===== src/design/gbts_pkg.sv =====
// Shared types and constants for the gap buffer text store.
// Used by gbts_ctrl, gbts_dpath and gap_buffer_text_store.
package gbts_pkg;

	localparam int CHAR_W = 8;
	localparam int TXT_W  = 13;

	typedef enum logic [1:0] {
		OP_INSERT    = 2'd0,
		OP_BACKSPACE = 2'd1,
		OP_MOVE      = 2'd2,
		OP_READ      = 2'd3
	} op_t;

	localparam logic ST_OK   = 1'b0;
	localparam logic ST_FULL = 1'b1;

	typedef struct packed {
		logic do_insert;
		logic do_backspace;
		logic do_move;
		logic do_read;
		logic shift_rd;
		logic shift_wr;
		logic load_out;
		logic out_mem;
	} cmd_t;

	typedef struct packed {
		logic move_left;
		logic move_right;
		logic out_busy;
	} sts_t;

endpackage


===== src/design/gbts_ctrl.sv =====
// Control state machine of the gap buffer text store.
// Depends on gbts_pkg; drives commands into gbts_dpath.
module gbts_ctrl import gbts_pkg::*; (
	input  logic clk,
	input  logic arst_n,
	input  logic in_valid,
	output logic in_stall,
	input  op_t  op,
	input  sts_t sts,
	output cmd_t cmd
);

	typedef enum logic [3:0] {
		S_IDLE = 4'b0001,
		S_READ = 4'b0010,
		S_MCHK = 4'b0100,
		S_MWR  = 4'b1000
	} state_t;

	state_t state_q, state_d;
	logic   take;

	assign in_stall = (state_q != S_IDLE) || sts.out_busy;
	assign take     = in_valid && !in_stall;

	always_comb begin
		state_d = state_q;
		cmd     = '0;
		unique case (state_q)
			S_IDLE: begin
				if (take) begin
					unique case (op)
						OP_INSERT: begin
							cmd.do_insert = 1'b1;
							cmd.load_out  = 1'b1;
						end
						OP_BACKSPACE: begin
							cmd.do_backspace = 1'b1;
							cmd.load_out     = 1'b1;
						end
						OP_MOVE: begin
							cmd.do_move = 1'b1;
							state_d     = S_MCHK;
						end
						OP_READ: begin
							cmd.do_read = 1'b1;
							state_d     = S_READ;
						end
						default: state_d = S_IDLE;
					endcase
				end
			end
			S_READ: begin
				cmd.load_out = 1'b1;
				cmd.out_mem  = 1'b1;
				state_d      = S_IDLE;
			end
			S_MCHK: begin
				if (sts.move_left || sts.move_right) begin
					cmd.shift_rd = 1'b1;
					state_d      = S_MWR;
				end else begin
					cmd.load_out = 1'b1;
					state_d      = S_IDLE;
				end
			end
			S_MWR: begin
				cmd.shift_wr = 1'b1;
				state_d      = S_MCHK;
			end
			default: state_d = S_IDLE;
		endcase
	end

	always_ff @(posedge clk or negedge arst_n) begin
		if (!arst_n) begin
			state_q <= S_IDLE;
		end else begin
			state_q <= state_d;
		end
	end

`ifndef SYNTHESIS
	a_wr_after_rd: assert property (@(posedge clk) disable iff (!arst_n)
		cmd.shift_rd |=> cmd.shift_wr)
		else $error("shift write did not follow shift read");
	a_no_take_busy: assert property (@(posedge clk) disable iff (!arst_n)
		(state_q != S_IDLE) |-> !take)
		else $error("request taken while busy");
	a_read_done: assert property (@(posedge clk) disable iff (!arst_n)
		cmd.do_read |=> cmd.load_out)
		else $error("read result not loaded");
`endif

endmodule


===== config.mk =====
export PLATFORM = sky130hd
export DESIGN_NAME = gbts_ctrl
export DESIGN_NICKNAME = d
export VERILOG_FILES = /design/src/design/gbts_pkg.sv /design/src/design/gbts_ctrl.sv
export SDC_FILE = /design/constraint.sdc
export NUM_CORES = 1
export LEC_CHECK = 0
export BUFFER_PORTS_ARGS = -buffer_cell sky130_fd_sc_hd__buf_2
export CORE_AREA = 3 3 40 42
export CTS_CLUSTER_SIZE = 24
export DETAILED_ROUTE_END_ITERATION = 6
export DIE_AREA = 0 0 43 45
export GPL_TIMING_DRIVEN = 0
export HOLD_SLACK_MARGIN = 0.08
export PLACE_DENSITY = 0.46
export RECOVER_POWER = 100
export SLEW_MARGIN = 20
export SYNTH_ARGS = -nofsm -noshare
export SYNTH_HDL_FRONTEND = slang
export SYNTH_SLANG_ARGS = --single-unit

===== constraint.sdc =====
create_clock -name clk -period 1.91 [get_ports clk]
set_input_delay 0.0955 -clock clk [delete_from_list [all_inputs] [get_ports clk]]
set_output_delay 0.0955 -clock clk [all_outputs]
set_load 0.005 [all_outputs]

==> results.py <==
metrics = {
    "pwr": {
        "p_leak_nw": 0.214,
        "swShare_pct": 36.6,
        "switching_power_mw": 0.194,
        "ir_worst_vdd_uv": 481,
        "intPower_mw": 0.336,
        "p_seq_share_pct": 26.5,
        "pwr-share-comb_pct": 51.3,
        "pwr-share-clk_pct": 22.2,
        "powerDensity_nw_per_um2": 1140,
    },
    "synthesis": {
        "syn_area_per_cell_um2": 8.69,
        "ys_seq_area_share_pct": 33.3,
        "synth.area.top_cells": "dfrtp_1 (25%), nor4b_1 (12%), dfstp_2 (8.6%)",
        "ys.flop_type": "dfrtp_1",
        "synth_cells": 35,
        "yosysWarnings": 0,
        "ys_ff_latch": 4,
        "synth_top_area_share_pct": 24.7,
        "synth_most_common_cell": "nor4b_1",
        "yosys.area.top_type": "dfrtp_1",
        "synth.distinct_cells": 20,
        "synth.net_count": 43,
        "async_flop_share_pct": 100,
        "synth_edf_count": 0,
        "syn_area_um2": 304,
    },
    "placement": {
        "numPortBuffers": 16,
        "dp_hpwl_um": 607,
        "place_inst": 66,
        "placed_area_um2": 403,
        "place_congestion": 0.625,
    },
    "grt": {
        "grt-ovfl-total": 0,
        "grt_antenna_before_repair": 0,
        "grt_pass1_vias": 338,
        "grt_max_degree": 8,
        "grt_pass1_wl_um": 1430,
        "grtUsageTotal_pct": 10.4,
    },
    "sta": {
        "timing.fmax_mhz": 509,
        "fin_crit_sh_pct": 103,
        "hold_viol_final": 0,
        "grt_setup_unrepaired": "true",
        "clock_skew_ps": 4.47,
        "timing.final.ws_setup_ps": -55.8,
        "setup_viol_count_final": 3,
        "slew_viol_final": 0,
        "slew_headroom_pct": 77.8,
        "finalCriticalPeriod_ps": 1970,
        "worst_pin_slew_ps": 328,
    },
    "clock_tree": {
        "clock_sinks": 4,
        "cts_buffers": 3,
        "cts_tree": "done",
        "h-tree-depth": 1,
        "path_clk_slew_ps": 40,
        "clockBufferDepth": 2,
        "insertion_delay_ps": 240,
        "cts_root_buf": "clkbuf_4",
    },
    "layout": {
        "fin_util_pct": 36.3,
        "fin_area_um2": 467,
        "top_register": "state_q",
        "top_regs": "state_q x4",
        "syn_to_final_growth_pct": 53.5,
        "fill_cells": 135,
        "layout.nets": 68,
        "drive_above_1_share_pct": 45.8,
        "instances_no_fill": 74,
        "diodes": 0,
        "largest_reg_flops": 4,
    },
    "die": {
        "die_area_um2": 1940,
        "start_util_pct": 23.7,
        "io_pins": 17,
        "rows": 13,
        "fp.dieH_um": 45,
        "core_um2": 1280,
        "fp.dieW_um": 43,
    },
    "drt": {
        "vias": 347,
        "routed_wl_um": 908,
        "firstDrtPassIters": 1,
        "viasPerCell": 4.69,
        "ant_nets": 0,
        "drtIter0Drc": 0,
        "wl_per_cell_um": 12.3,
        "post-route-drc-count": 0,
    },
    "flow_run": {
        "drv_cap": 0,
    },
    "status": {
        "status": "finished with violations",
        "violations": "negative setup slack",
    },
    "critical_path": {
        "r2r_end": "state_q[0]",
        "path_class": "flop to output port",
        "rr_worst_depth": 4,
        "cp-end-kind": "output port",
        "path_max_fanout": 3,
        "crit_required_ps": 1810,
        "cp-startpoint": "state_q[0]",
        "critPathLaunchType": "flop",
        "cp.arrival_ps": 1870,
        "r2r_slack_ps": 380,
        "r2r_start": "state_q[0]",
    },
    "min_path": {
        "min_path_cells": 3,
        "holdPathEnd": "state_q[1]",
        "hp-class": "primary input to flop",
        "worstHoldStart": "op[1]",
    },
}
==> final cells by class <==
class                           instances  area [um2]  share of cell area (%)
Multi-Input combinational cell         27         195                    41.8
Timing Repair Buffer                   21         111                    23.9
Sequential cell                         4         104                    22.3
Clock buffer                            4        26.3                    5.63
Tap cell                               15        18.8                    4.02
Inverter                                3        11.3                    2.41
==> worst max-delay path by stage <==
| stage | endpoint | slack [ps] |
|---|---|---|
| after detailed placement | cmd[1] | 10 |
| after floorplan | cmd[6] | 220 |
| after global placement | cmd[1] | 20 |
| after CTS | cmd[1] | -140 |
| after global routing | cmd[6] | -120 |
| final | cmd[6] | -60 |
==> cells in the final DEF (no fill, tap or decap), drive strengths merged <==
master and count:
a21oi 1, and3b 1, buf 15, clkbuf 9, dfrtp 3, dfstp 1, dlygate4sd3 1, inv 3
nand2b 3, nor2 5, nor3 1, nor4 3, nor4b 4, o211ai 1, o21ai 2, o21ba 1
o22a 1, o31ai 1, or2 1, or3 1, or4b 1
==> routing by layer <==
layer  wire length, um  GRT usage, %  vias to the layer above
li1                  -             -                      180
met1               362          9.95                      155
met2               488          19.5                       12
met3                57          3.98                        0
met4                 0          5.42                        0
met5                 0             0                        -
==> power groups by stage <==
stage,clock network [mW],registers [mW],logic (mW)
final,0.118,0.140,0.272
after global routing,0.129,0.144,0.299
after CTS,0.119,0.140,0.301
after detailed placement,0,0.157,0.194
after global placement,0,0.159,0.198
after floorplan,0,0.143,0.147
==> timing repair <==
action | 4_1_cts | 5_1_grt
pin swaps | 0 | 2
endpoints found under the hold margin | 4 | 0
endpoints found under the setup margin | 4 | 6
hold buffers | 1 | 0
gates resized for setup | 6 | 0
setup buffers | 4 | 0
==> stage by stage <==
step	worst slack, ps	hold slack, ps	setup TNS [ps]	power [mW]
after detailed placement	12.8	-98.5	0	0.351
final	-55.8	142	-140	0.530
after CTS	-135	139	-501	0.561
after global routing	-122	143	-401	0.572
after global placement	17.7	-98.4	0	0.357
after floorplan	215	-200	0	0.291
==> logic make-up after synthesis <==
family	Yosys count	synth area share [%]
buf+inv	4	5.35
simple gates	20	45.3
flops	4	33.3
compound gates	7	16.1
==> critical path: stages (launching register included) <==
cell and delay (ps):
dfstp_2 530, or4b_4 470, or3_4 430, nor2_2 100, buf_2 110
Power figures use the tool's default switching activity.
